[config.mk]
export PLATFORM = sky130hd
export DESIGN_NAME = klk_ctrl
export DESIGN_NICKNAME = d
export VERILOG_FILES = /design/src/klk_pkg.sv /design/src/klk_ctrl.sv
export SDC_FILE = /design/constraint.sdc
export NUM_CORES = 1
export LEC_CHECK = 0
export CORE_UTILIZATION = 39
export CTS_CLUSTER_SIZE = 20
export DETAILED_ROUTE_END_ITERATION = 10
export DONT_BUFFER_PORTS = 1
export HOLD_SLACK_MARGIN = 0.06
export PLACE_DENSITY_LB_ADDON = 0.25
export SETUP_SLACK_MARGIN = 0.2
export SLEW_MARGIN = 10
export SYNTH_ARGS = -nofsm -noshare
export SYNTH_HDL_FRONTEND = slang
export SYNTH_SLANG_ARGS = --single-unit
[constraint.sdc]
create_clock -name clk_i -period 4.35 [get_ports clk_i]
set_input_delay 0.6525 -clock clk_i [delete_from_list [all_inputs] [get_ports clk_i]]
set_output_delay 0.6525 -clock clk_i [all_outputs]
set_load 0.1 [all_outputs]
[src/klk_pkg.sv]
// package: shared types, constants and helper functions of the keyed group tuple lookup
`default_nettype none
package klk_pkg;

  // default sizing of the top level
  localparam int MAX_GROUP_LEN_DEF = 1024;
  localparam int TUPLE_LEN_MAX_DEF = 16;

  // field widths
  localparam int BLK_W   = 14;
  localparam int GIDX_W  = 4;
  localparam int TOTAL_W = 15;
  localparam int GCNT_W  = 5;
  localparam int KEY_W   = 64;
  localparam int CFG_IDX_W = 2;

  // stored shuffle entry width, holds group*len + i for any group up to the block range
  localparam int PW = 15;

  // serial divider sizing
  localparam int DIVW      = 16;
  localparam int DIV_STEPS = 64;

  // double dabble of a block-sized group id into five decimal digits
  localparam int BCD_DIGITS = 5;
  localparam int BCD_STEPS  = BLK_W;

  // message layout
  localparam int HEX_CHARS = 32;
  localparam logic [7:0] ASCII_COLON = 8'h3a;
  localparam logic [7:0] ASCII_ZERO  = 8'h30;
  localparam logic [7:0] ASCII_HEXA  = 8'h57;
  localparam logic [7:0] MSG_PAD     = 8'h80;

  // xorshift64 shifts
  localparam int XS_A = 13;
  localparam int XS_B = 7;
  localparam int XS_C = 17;

  // configuration register indexes
  typedef enum logic [CFG_IDX_W-1:0] {
    CFG_KEY_HIGH     = 2'd0,
    CFG_KEY_LOW      = 2'd1,
    CFG_TOTAL_BLOCKS = 2'd2,
    CFG_GROUP_COUNT  = 2'd3
  } cfg_idx_e;

  // result status codes
  localparam logic ST_OK      = 1'b0;
  localparam logic ST_NO_TUPLE = 1'b1;

  localparam logic [31:0] SHA_INIT [8] = '{
    32'h6a09e667, 32'hbb67ae85, 32'h3c6ef372, 32'ha54ff53a,
    32'h510e527f, 32'h9b05688c, 32'h1f83d9ab, 32'h5be0cd19
  };

  localparam logic [31:0] SHA_K [64] = '{
    32'h428a2f98, 32'h71374491, 32'hb5c0fbcf, 32'he9b5dba5,
    32'h3956c25b, 32'h59f111f1, 32'h923f82a4, 32'hab1c5ed5,
    32'hd807aa98, 32'h12835b01, 32'h243185be, 32'h550c7dc3,
    32'h72be5d74, 32'h80deb1fe, 32'h9bdc06a7, 32'hc19bf174,
    32'he49b69c1, 32'hefbe4786, 32'h0fc19dc6, 32'h240ca1cc,
    32'h2de92c6f, 32'h4a7484aa, 32'h5cb0a9dc, 32'h76f988da,
    32'h983e5152, 32'ha831c66d, 32'hb00327c8, 32'hbf597fc7,
    32'hc6e00bf3, 32'hd5a79147, 32'h06ca6351, 32'h14292967,
    32'h27b70a85, 32'h2e1b2138, 32'h4d2c6dfc, 32'h53380d13,
    32'h650a7354, 32'h766a0abb, 32'h81c2c92e, 32'h92722c85,
    32'ha2bfe8a1, 32'ha81a664b, 32'hc24b8b70, 32'hc76c51a3,
    32'hd192e819, 32'hd6990624, 32'hf40e3585, 32'h106aa070,
    32'h19a4c116, 32'h1e376c08, 32'h2748774c, 32'h34b0bcb5,
    32'h391c0cb3, 32'h4ed8aa4a, 32'h5b9cca4f, 32'h682e6ff3,
    32'h748f82ee, 32'h78a5636f, 32'h84c87814, 32'h8cc70208,
    32'h90befffa, 32'ha4506ceb, 32'hbef9a3f7, 32'hc67178f2
  };

  // controller states
  typedef enum logic [4:0] {
    S_IDLE,
    S_DIVM_GO,
    S_DIVM_WAIT,
    S_MCHK,
    S_DIVG_WAIT,
    S_ERR,
    S_BCD_GO,
    S_BCD_WAIT,
    S_SHA_WAIT,
    S_FILL,
    S_XS,
    S_MOD_WAIT,
    S_RDI,
    S_RDJ,
    S_WRI,
    S_WRJ,
    S_SCAN_RD,
    S_SCAN_CMP,
    S_OUT_RD,
    S_OUT_PUT
  } klk_state_e;

  // divider operand select
  typedef enum logic [1:0] {
    DIV_M,
    DIV_G,
    DIV_X
  } div_src_e;

  // shuffle store read address select
  typedef enum logic [1:0] {
    ADDR_IDX,
    ADDR_J,
    ADDR_FOUND
  } addr_sel_e;

  // controller to datapath commands
  typedef struct packed {
    logic      in_ready;
    logic      div_start;
    div_src_e  div_src;
    logic      latch_m;
    logic      latch_gid;
    logic      use_g;
    logic      bcd_start;
    logic      sha_start;
    logic      seed_load;
    logic      idx_clr;
    logic      idx_top;
    logic      idx_inc;
    logic      idx_dec;
    logic      fill_wr;
    logic      xs_step;
    logic      latch_j;
    addr_sel_e addr_sel;
    logic      latch_ti;
    logic      wr_i;
    logic      wr_j;
    logic      found_set;
    logic      found_clr;
    logic      g_clr;
    logic      g_inc;
    logic      out_ok;
    logic      out_err;
  } klk_cmd_t;

  // datapath to controller status
  typedef struct packed {
    logic in_valid;
    logic div_busy;
    logic bcd_busy;
    logic sha_busy;
    logic m_zero;
    logic m_one;
    logic idx_last;
    logic idx_one;
    logic hit;
    logic g_last;
    logic out_free;
  } klk_stat_t;

  function automatic logic [31:0] rotr32(logic [31:0] x, int n);
    return (x >> n) | (x << (32 - n));
  endfunction

  function automatic logic [63:0] xorshift64(logic [63:0] x);
    logic [63:0] y;
    y = x ^ (x << XS_A);
    y = y ^ (y >> XS_B);
    y = y ^ (y << XS_C);
    return y;
  endfunction

  function automatic logic [7:0] hex_char(logic [3:0] n);
    if (n < 4'd10) begin
      return ASCII_ZERO + 8'(n);
    end
    return ASCII_HEXA + 8'(n);
  endfunction

endpackage
`default_nettype wire

[src/klk_ctrl.sv]
// module: controller state machine sequencing division, hashing, shuffle, search and output
`default_nettype none
module klk_ctrl import klk_pkg::*; (
  input  logic      clk_i,
  input  logic      rst_ni,
  input  klk_stat_t stat_i,
  output klk_cmd_t  cmd_o
);

  klk_state_e st_q, st_d;
  logic       emit_q, emit_d;

  // state register
  always_ff @(posedge clk_i or negedge rst_ni) begin
    if (!rst_ni) begin
      st_q   <= S_IDLE;
      emit_q <= 1'b0;
    end else begin
      st_q   <= st_d;
      emit_q <= emit_d;
    end
  end

  // next state and commands
  always_comb begin
    st_d   = st_q;
    emit_d = emit_q;
    cmd_o  = '0;
    cmd_o.div_src  = DIV_X;
    cmd_o.addr_sel = ADDR_IDX;
    cmd_o.use_g    = emit_q;
    case (st_q)
      S_IDLE: begin
        cmd_o.in_ready = 1'b1;
        if (stat_i.in_valid) begin
          st_d = S_DIVM_GO;
        end
      end
      S_DIVM_GO: begin
        cmd_o.div_start = 1'b1;
        cmd_o.div_src   = DIV_M;
        st_d = S_DIVM_WAIT;
      end
      S_DIVM_WAIT: begin
        if (!stat_i.div_busy) begin
          cmd_o.latch_m = 1'b1;
          st_d = S_MCHK;
        end
      end
      S_MCHK: begin
        if (stat_i.m_zero) begin
          st_d = S_ERR;
        end else begin
          cmd_o.div_start = 1'b1;
          cmd_o.div_src   = DIV_G;
          st_d = S_DIVG_WAIT;
        end
      end
      S_DIVG_WAIT: begin
        if (!stat_i.div_busy) begin
          cmd_o.latch_gid = 1'b1;
          emit_d = 1'b0;
          st_d   = S_BCD_GO;
        end
      end
      S_ERR: begin
        if (stat_i.out_free) begin
          cmd_o.out_err = 1'b1;
          st_d = S_IDLE;
        end
      end
      S_BCD_GO: begin
        cmd_o.bcd_start = 1'b1;
        st_d = S_BCD_WAIT;
      end
      S_BCD_WAIT: begin
        if (!stat_i.bcd_busy) begin
          cmd_o.sha_start = 1'b1;
          st_d = S_SHA_WAIT;
        end
      end
      S_SHA_WAIT: begin
        if (!stat_i.sha_busy) begin
          cmd_o.seed_load = 1'b1;
          cmd_o.idx_clr   = 1'b1;
          st_d = S_FILL;
        end
      end
      S_FILL: begin
        cmd_o.fill_wr = 1'b1;
        if (stat_i.idx_last) begin
          cmd_o.idx_top = 1'b1;
          if (stat_i.m_one) begin
            if (emit_q) begin
              st_d = S_OUT_RD;
            end else begin
              st_d = S_SCAN_RD;
            end
          end else begin
            st_d = S_XS;
          end
        end else begin
          cmd_o.idx_inc = 1'b1;
        end
      end
      S_XS: begin
        cmd_o.xs_step   = 1'b1;
        cmd_o.div_start = 1'b1;
        cmd_o.div_src   = DIV_X;
        st_d = S_MOD_WAIT;
      end
      S_MOD_WAIT: begin
        if (!stat_i.div_busy) begin
          cmd_o.latch_j = 1'b1;
          st_d = S_RDI;
        end
      end
      S_RDI: begin
        cmd_o.addr_sel = ADDR_IDX;
        st_d = S_RDJ;
      end
      S_RDJ: begin
        cmd_o.addr_sel = ADDR_J;
        cmd_o.latch_ti = 1'b1;
        st_d = S_WRI;
      end
      S_WRI: begin
        cmd_o.wr_i = 1'b1;
        st_d = S_WRJ;
      end
      S_WRJ: begin
        cmd_o.wr_j = 1'b1;
        if (stat_i.idx_one) begin
          if (emit_q) begin
            st_d = S_OUT_RD;
          end else begin
            cmd_o.idx_clr = 1'b1;
            st_d = S_SCAN_RD;
          end
        end else begin
          cmd_o.idx_dec = 1'b1;
          st_d = S_XS;
        end
      end
      S_SCAN_RD: begin
        cmd_o.addr_sel = ADDR_IDX;
        st_d = S_SCAN_CMP;
      end
      S_SCAN_CMP: begin
        if (stat_i.hit) begin
          cmd_o.found_set = 1'b1;
          cmd_o.g_clr     = 1'b1;
          emit_d = 1'b1;
          st_d   = S_BCD_GO;
        end else if (stat_i.idx_last) begin
          cmd_o.found_clr = 1'b1;
          cmd_o.g_clr     = 1'b1;
          emit_d = 1'b1;
          st_d   = S_BCD_GO;
        end else begin
          cmd_o.idx_inc = 1'b1;
          st_d = S_SCAN_RD;
        end
      end
      S_OUT_RD: begin
        cmd_o.addr_sel = ADDR_FOUND;
        st_d = S_OUT_PUT;
      end
      S_OUT_PUT: begin
        cmd_o.addr_sel = ADDR_FOUND;
        if (stat_i.out_free) begin
          cmd_o.out_ok = 1'b1;
          if (stat_i.g_last) begin
            st_d = S_IDLE;
          end else begin
            cmd_o.g_inc = 1'b1;
            st_d = S_BCD_GO;
          end
        end
      end
      default: begin
        st_d = S_IDLE;
      end
    endcase
  end

endmodule
`default_nettype wire

==> impl_metrics.tcl, run 1 <==
set metrics [dict create \
    worstPathArrival_ns 2.67 \
    grt_use_total_pct 23.8 \
    hold_viol_final 0 \
    clkTransAtPathRegs_ns 0.04 \
    slowest_stage "dfrtp_1" \
    antenna_found_initial 0 \
    drt-wirelength-per-cell_um 16.3 \
    synthArstFlopShare_pct 100 \
    syn-cell-area_um2 843 \
    slew_viol_final 0 \
    cp-end-kind "output pin" \
    ir_worst_vdd_uv 527 \
    insertion_delay_ns 0.24 \
    crit_fanout 29 \
    drive_above_1_share_pct 37.1 \
    post-route-min-period_ns 3.32 \
    dieHeight_um 48.5 \
    rsz0062_at_grt "false" \
    yosysTopAreaCell "dfrtp_1" \
    holdBufCountCts 0 \
    dp_cells 156 \
    tightestPinTransition_ns 1.10 \
    clock.fmax_mhz 301 \
    gp_congestion 0.928 \
    start_util_pct 42.1 \
    htree_levels 1 \
    rows 16 \
    crit_path_start_kind "flop" \
    synth_edf_count 0 \
    cts_num_sinks 6 \
    hp-class "input port to async pin" \
    dpl.hpwl_um 1950 \
    antenna_left 0 \
    crit_type "flop to output pin" \
    min_period_over_period_pct 76.4 \
    relSlewSlack_pct 26.5 \
    io_pins 41 \
    cts_resized 0 \
    synthTopCellsByArea "dfrtp_1 18%, nor2_1 6.7%, o21ai_0 5.3%, nor3_1 4.2%, nand2_1 4.0%" \
    fin_nets 147 \
    postLayoutCellArea_um2 1270 \
    yosysWarnings 0 \
    fin_skew_ns 0.00137 \
    post-route-util_pct 63.2 \
    critical_path_buf_inv_count 0 \
    drt-initial-drc-count 34 \
    cap_violations 0 \
    n_antenna_cell 0 \
    post_cts_buffers 0 \
    critical-path-top-delay-family "simple AND/OR/NAND/NOR gates" \
    ys_seq_area_share_pct 17.8 \
    synth_cell_type_count 45 \
    grt_pass1_vias 931 \
    grt_pass1_wl_um 4440 \
    grt_max_degree 30 \
    grt_overflow 0 \
    fin_ws_ns 1.03 \
    cts_buffers 3 \
    total_leakage_power_nw 0.524 \
    avgSynthCellArea_um2 7.09 \
    drt_first_pass_iters 4 \
    power_density_nw_per_um2 821 \
    finalSetupViolCount 0 \
    area_growth_pct 50.1 \
    root_buffer "clkbuf_4" \
    yosys_register_bits 6 \
    drc 0 \
    syn_nets 132 \
    dieArea_um2 2350 \
    synthFlopType "dfrtp_1" \
    vias 963 \
    status "finished clean" \
    path_cells "or3b_1 -> or3_4 -> nand2_1" \
    synthCells 119 \
    viasPerCell 6.06 \
    dieWidth_um 48.5 \
    crit_required_ns 3.70 \
    dp_slack_ns 1.30 \
    placed_cell_area_um2 1240 \
    critPathMaxStageDelay_ns 0.70 \
    cts_buffer_depth 2 \
    tns_ns 0 \
    synth_top_area_share_pct 17.8 \
    cts_tree "done" \
    portBuffers 0 \
    fin_cells 159 \
    wl_um 2590 \
    core_um2 2000 \
]
per-stage QoR:
step	hold slack [ns]	total power, mW
global placement	0.357	0.969
global route	0.0762	1.10
CTS	0.0959	1.04
floorplan	0.357	0.810
finish	0.104	1.04
detailed placement	0.357	0.982
state kept, by name, indices dropped and copies added (netlist names):
signal	cells
emit_q	1
st_q	5
placed cells by master (no fill, tap or decap), drive strengths merged, types with 2 or more instances in the layout:
master	instances
nor2	15
clkbuf	13
buf	10
nand2	9
o21ai	9
inv	7
nor3	7
dfrtp	6
nand2b	4
nor4	4
nor2b	4
or4	3
or3	3
o21bai	3
nand3	2
and3	2
and2	2
mux2i	2
a21oi	2
mux2	2
nor3b	2
nand4	2
cells in the mapped netlist (all sizes together), types with 2 or more instances:
cell type  count
nor3b          2
buf            8
mux2           2
nand3          2
mux2i          2
nor4           4
clkbuf         2
nor2b          4
nor3           7
nand2b         4
and2           2
or4            3
nand2          9
o21ai          9
nand4          2
dfrtp          6
inv            7
a21oi          2
nor2          15
o21bai         3
or3            3
and3           2
layout make-up:
| class | count | area, µm² |
|---|---|---|
| inverters | 7 | 26.3 |
| repair buffers | 20 | 325 |
| multi-input cells | 96 | 708 |
| well taps | 27 | 33.8 |
| clock buffers | 3 | 22.5 |
| flip-flops and latches | 6 | 150 |
| fillers | 174 | 736 |
cells by family after synthesis:
family | share of synthesized area (%)
simple gates | 41.1
mux | 5.93
buf+inv | 8.90
compound gates | 26.3
flops | 17.8
path summary, 6_finish.rpt:
| kind | startpoint | endpoint | slack [ns] | depth (start not counted) |
|---|---|---|---|---|
| worst min-delay path | rst_ni | st_q[3]$_DFFE_PN0P_ | 0.10 | 0 |
| max in group asynchronous | rst_ni | st_q[4]$_DFFE_PN0P_ | 4.18 | 0 |
| worst min register to register | st_q[0]$_DFFE_PN0P_ | st_q[0]$_DFFE_PN0P_ | 0.82 | 2 |
| worst max-delay path | st_q[4]$_DFFE_PN0P_ | cmd_o[15] | 1.03 | 3 |
| worst max register to register | st_q[2]$_DFFE_PN0P_ | st_q[1]$_DFFE_PN0P_ | 1.51 | 6 |
| min in group clk_i | stat_i[0] | st_q[4]$_DFFE_PN0P_ | 0.64 | 2 |
layer usage:
layer | vias to the layer above | GRT usage, % | share of wire (%)
li1 | 462 | - | -
met1 | 437 | 30.0 | 41
met2 | 62 | 39.0 | 47
met3 | 2 | 9.12 | 12
met4 | 0 | 3.92 | 0.31
met5 | - | 0 | 0
power by group:
group,switching [mW],leakage (nW),internal [mW],total [mW]
Sequential,0.125,0.0762,0.0803,0.205
Clock,0.0190,0.0138,0.0311,0.0501
Combinational,0.534,0.434,0.249,0.783
Total,0.678,0.524,0.361,1.04
No activity file was read; power rests on OpenSTA's default activity.
==> run 2: changes to the inputs <==
clock period = 2.95 ns   (was 4.35 ns; I/O delays follow)
==> run 2 against run 1 <==
Effect of this change: design area is 6.1% higher; clock power is 49% higher; sequential cell count stayed put; setup slack worse by 0.65 ns; global-route usage is 1.5 points higher; sequential share of layout area is 0.68 points lower; core utilization is 3.9 points higher; clock skew is 0.0043 ns higher; non-clock buffer count is 13 higher; wire length is 7.5% higher; cell count is 8.2% higher; critical path type unchanged.
==> impl_metrics.tcl, run 2 (synthesized netlist as in run 1, its figures left out) <==
set metrics [dict create \
    status "finished clean" \
    rows 16 \
    htree_levels 1 \
    cts_tree "done" \
    power_density_nw_per_um2 1220 \
    critical_path_buf_inv_count 2 \
    cp_common_cell "nand2_1" \
    vias 1038 \
    drt-initial-drc-count 38 \
    tightestPinTransition_ns 0.595 \
    reg_top3 "st_q (5), emit_q (1)" \
    drc 0 \
    path_cells "nand2_1 -> or3_1 -> inv_1 -> nand2_1 -> o21bai_2 -> buf_12" \
    clkTransAtPathRegs_ns 0.05 \
    gp_congestion 0.865 \
    crit_fanout 19 \
    grt_pass1_wl_um 4680 \
    largest_reg_flops 5 \
    final_cell_mix "26 x buf_4, 9 x nand2_1, 9 x o21ai_0" \
    slowest_stage "dfrtp_1" \
    rsz0062_at_grt "false" \
    antenna_left 0 \
    dpl.hpwl_um 2120 \
    layout_commonest_cell "buf_4" \
    fin_skew_ns 0.00565 \
    finalSetupViolCount 0 \
    total_leakage_power_nw 0.578 \
    dp_slack_ns 0.642 \
    cts_num_sinks 6 \
    fin_ws_ns 0.380 \
    post-route-min-period_ns 2.57 \
    drt_first_pass_iters 4 \
    worstPathArrival_ns 2.13 \
    placed_cell_area_um2 1310 \
    fin_nets 160 \
    dieArea_um2 2350 \
    grt_max_degree 20 \
    hold_viol_final 0 \
    critPathMaxStageDelay_ns 0.64 \
    drive_above_1_share_pct 43.4 \
    cap_violations 0 \
    crit_type "flop to output pin" \
    min_period_over_period_pct 87.1 \
    viasPerCell 6.03 \
    io_pins 41 \
    cts_buffer_depth 2 \
    post_cts_buffers 0 \
    critical-path-top-delay-family "simple AND/OR/NAND/NOR gates" \
    tns_ns 0 \
    crit_path_start_kind "flop" \
    grt_overflow 0 \
    dieHeight_um 48.5 \
    insertion_delay_ns 0.24 \
    slew_viol_final 0 \
    root_buffer "clkbuf_4" \
    whs_ns 0.441 \
    grt_use_total_pct 25.2 \
    drt-wirelength-per-cell_um 16.2 \
    antenna_found_initial 0 \
    dieWidth_um 48.5 \
    top_register "st_q" \
    crit_required_ns 2.51 \
    hp-class "input port to flop" \
    power_mw 1.64 \
    n_antenna_cell 0 \
    ir_worst_vdd_uv 822 \
    start_util_pct 42.1 \
    cp-end-kind "output pin" \
    area_growth_pct 59.3 \
    portBuffers 0 \
    wl_um 2780 \
    cts_buffers 3 \
    grt_pass1_vias 965 \
    relSlewSlack_pct 60.3 \
    clock.fmax_mhz 389 \
    postLayoutCellArea_um2 1340 \
    core_um2 2000 \
]
-- run 2: worst paths after layout --
check / from / end / slack, ns / depth (start not counted)
setup / recovery: st_q[2]$_DFFE_PN0P_ / cmd_o[17] / 0.38 / 6
hold / removal: stat_i[0] / st_q[4]$_DFFE_PN0P_ / 0.44 / 2
setup reg to reg: st_q[2]$_DFFE_PN0P_ / st_q[1]$_DFFE_PN0P_ / 0.62 / 4
hold reg to reg: emit_q$_DFFE_PN0P_ / emit_q$_DFFE_PN0P_ / 0.66 / 2
max in group asynchronous: rst_ni / st_q[3]$_DFFE_PN0P_ / 2.23 / 1
min in group asynchronous: rst_ni / st_q[2]$_DFFE_PN0P_ / 0.50 / 1
-- run 2: metal layers --
metal  vias to the layer above  wire length (µm)  global-route usage, %
li1                        487                 -                      -
met3                         4               229                   3.46
met5                         -                 0                      0
met4                         0                20                   7.84
met2                        55              1330                   41.8
met1                       492              1200                   34.0
-- run 2: cell type report --
cell class                 count  area (µm²)
sequential                     6         150
tap                           27        33.8
timing repair buffer          33         335
multi-input combinational     96         776
clock buffer                   3        22.5
fill                         168         658
inverter                       7        26.3
-- run 2: where the power goes --
group,leakage [nW],switching [mW],total (mW),internal [mW]
sequential,0.0762,0.113,0.234,0.120
combinational,0.488,0.930,1.33,0.401
clock,0.0138,0.0286,0.0745,0.0459
total,0.578,1.07,1.64,0.567
-- run 2: what timing repair did --
action / CTS / global route
hold endpoints to repair: 6 / 0
gates resized for setup: 0 / 0
hold buffers: 1 / 0
-- run 2: worst register-to-register path, cell delays in order, from the launching register on --
cell and delay (ns):
dfrtp_1 0.64, nand2b_1 0.56, o32ai_1 0.23, or4_1 0.52, mux2_4 0.26
-- run 2: metrics by stage --
step           cells  util, %
2_1_floorplan    119        -
3_3_place_gp     168     65.5
3_5_place_dp     168     65.5
4_1_cts          172     67.1
5_1_grt          172     67.1
6_report         172     67.1
==> run 3: changes to the inputs <==
ABC_AREA = 1   (was unset)
MAX_ROUTING_LAYER = met4   (was unset)
clock period = 2.56 ns   (was 2.95 ns; I/O delays follow)
==> run 3 against run 2 <==
Effect of this change: synthesized cell count rose by 40%; die area grew 5.7%; critical path type unchanged; critical endpoint is now cmd_o[26]; first-iteration DRC count is 2.6% lower; highest routed layer is now met3; design area down 7.4%; hold slack got worse by 0.093 ns; largest cell class unchanged; sequential cell count is the same.
==> impl_metrics.tcl, run 3 <==
set metrics [dict create \
    cts_num_sinks 6 \
    clock_power_share_pct 5.6 \
    yosysTopAreaCell "nand2_1" \
    critPathMaxStageDelay_ns 0.50 \
    root_buffer "clkbuf_4" \
    portBuffers 0 \
    synth_edf_count 0 \
    clock.fmax_mhz 454 \
    seq_power_share_pct 14.2 \
    fin_cells 221 \
    layout_commonest_cell "nand2_1" \
    drt-wirelength-per-cell_um 11.6 \
    top_register "st_q" \
    yosysWarnings 0 \
    min_period_over_period_pct 86.1 \
    n_antenna_cell 0 \
    avgSynthCellArea_um2 5.35 \
    syn-cell-area_um2 893 \
    drive_above_1_share_pct 36.6 \
    synth_top_area_share_pct 22.3 \
    cp-end-kind "output pin" \
    yosys.area_share.simple_pct 62.9 \
    synth_adder_area_share_pct 0 \
    slew_viol_final 0 \
    muxShareOfSynthArea_pct 0 \
    combPwrFrac_pct 80.2 \
    dieHeight_um 49.9 \
    dpl.hpwl_um 2200 \
    total_leakage_power_nw 0.692 \
    drc 0 \
    crit_type "flop to output pin" \
    ys_seq_area_share_pct 16.8 \
    worstPathArrival_ns 1.82 \
    seq_area_um2 151 \
    antenna_left 0 \
    cap_violations 0 \
    io_pins 41 \
    slowest_stage "dfrtp_1" \
    grt_pass1_vias 980 \
    post_cts_buffers 0 \
    synthFlopType "dfrtp_1" \
    switching_share_pct 69.4 \
    status "finished clean" \
    power_density_nw_per_um2 1220 \
    ir_worst_vdd_uv 721 \
    drt_first_pass_iters 4 \
    r2r-start "st_q[4]$_DFFE_PN0P_" \
    cts_buffer_depth 2 \
    crit_fanout 8 \
    rsz0062_at_grt "false" \
    crit_path_start_kind "flop" \
    antenna_found_initial 0 \
    synth_top_family_by_area "simple AND/OR/NAND/NOR gates" \
    synth_compound_area_share_pct 5.88 \
    wl_um 2570 \
    start_util_pct 43.3 \
    clkTransAtPathRegs_ns 0.05 \
    postLayoutCellArea_um2 1240 \
    viasPerCell 5.07 \
    synthArstFlopShare_pct 100 \
    synth_cell_type_count 21 \
    vias 1121 \
    critPathLaunch "st_q[1]$_DFFE_PN0P_" \
    grt_max_degree 12 \
    gp_congestion 0.934 \
    grt_pass1_wl_um 4290 \
    path_cells "nand2_2 -> inv_2 -> nand3_1 -> nor2_4 -> nor2_2 -> o21ai_2 -> buf_4" \
    dieWidth_um 49.9 \
    synth_xor_area_share_pct 0 \
    cts_buffers 3 \
    yosys_register_bits 6 \
    finalSetupViolCount 0 \
    htree_levels 1 \
    internal-power_uw 463 \
    synth_commonest_cells "53 x nand2_1, 35 x nor2_1, 19 x nand3_1" \
    largest_reg_flops 5 \
    core_um2 2060 \
    reg_top3 "st_q (5), emit_q (1)" \
    hp-class "input port to flop" \
    post-route-min-period_ns 2.20 \
    synthTopCellsByArea "nand2_1 22%, dfrtp_1 17%, nor2_1 15%, nand3_1 11%, inv_1 7.6%" \
    syn_nets 180 \
    drt-initial-drc-count 37 \
    hold_start "stat_i[9]" \
    grt_use_total_pct 22.8 \
    dp_cells 217 \
    cts_tree "done" \
    fin_nets 209 \
    insertion_delay_ns 0.24 \
    crit_required_ns 2.18 \
    relSlewSlack_pct 72.7 \
    multi_input_area_um2 718 \
    critical-path-top-delay-family "simple AND/OR/NAND/NOR gates" \
    power_switching_mw 1.05 \
    placed_cell_area_um2 1210 \
    rows 16 \
    grt_overflow 0 \
    fin_skew_ns 0.0107 \
    dieArea_um2 2490 \
    tightestPinTransition_ns 0.408 \
    yosysMostFrequentCell "nand2_1" \
    hold_viol_final 0 \
    final_cell_mix "53 x nand2_1, 27 x buf_4, 19 x nand3_1" \
    critical_path_buf_inv_count 2 \
    synthCells 167 \
    fillers 218 \
    area_growth_pct 39.4 \
]
## run 3: cell families after synthesis
group	Yosys count
DFF	6
buffers and inverters	27
and+or+nand+nor	125
AOI/OAI and AO/OA	9
## run 3: layout make-up
class | instances | area share [%]
Sequential cell | 6 | 12.2
Timing Repair Buffer | 29 | 18.7
Clock buffer | 3 | 1.81
Tap cell | 27 | 2.71
Multi-Input combinational cell | 134 | 57.7
Inverter | 22 | 6.93
## run 3: tightest hold or removal path: stages
cell	delay (ns)
a21oi_2	0.05
nand3_1	0.07
nand2_1	0.05
## run 3: what timing repair did
item	4_1_cts	5_1_grt
resized for setup	0	1
hold buffers	1	0
endpoints found under the hold margin	6	0
endpoints found under the setup margin	0	1
## run 3: per-stage QoR
| stage | hold WS [ns] | power, mW | util [%] | setup TNS, ns | worst slack (ns) |
|---|---|---|---|---|---|
| after floorplan | 0.0884 | 1.22 | - | -0.296 | -0.296 |
| after CTS | 0.338 | 1.51 | 60.3 | 0 | 0.270 |
| after global placement | 0.0885 | 1.42 | 58.7 | 0 | 0.596 |
| after global routing | 0.360 | 1.62 | 60.4 | 0 | 0.228 |
| after detailed placement | 0.0885 | 1.42 | 58.7 | 0 | 0.541 |
| final | 0.349 | 1.51 | 60.4 | 0 | 0.356 |
## run 3: power by group through the flow
stage | sequential, mW | combinational (mW) | clock, mW
floorplan | 0.164 | 1.06 | 0
global placement | 0.212 | 1.21 | 0
detailed placement | 0.214 | 1.21 | 0
CTS | 0.212 | 1.21 | 0.0884
global route | 0.225 | 1.30 | 0.0956
finish | 0.215 | 1.21 | 0.0851
## run 3: path summary, 6_finish.rpt
kind / end / depth (start not counted) / slack [ns]
max: cmd_o[26] / 7 / 0.36
min: st_q[2]$_DFFE_PN0P_ / 3 / 0.35
max reg2reg: st_q[1]$_DFFE_PN0P_ / 10 / 0.61
min reg2reg: st_q[0]$_DFFE_PN0P_ / 2 / 0.64
max in group asynchronous: st_q[0]$_DFFE_PN0P_ / 1 / 1.84
min in group asynchronous: st_q[2]$_DFFE_PN0P_ / 1 / 0.46
## run 3: per-layer routing
layer	up-vias	wire, µm	GRT usage [%]
li1	578	-	-
met1	499	1200	30.4
met2	44	1210	37.4
met3	0	157	4.94
met4	0	0	0
met5	-	0	-
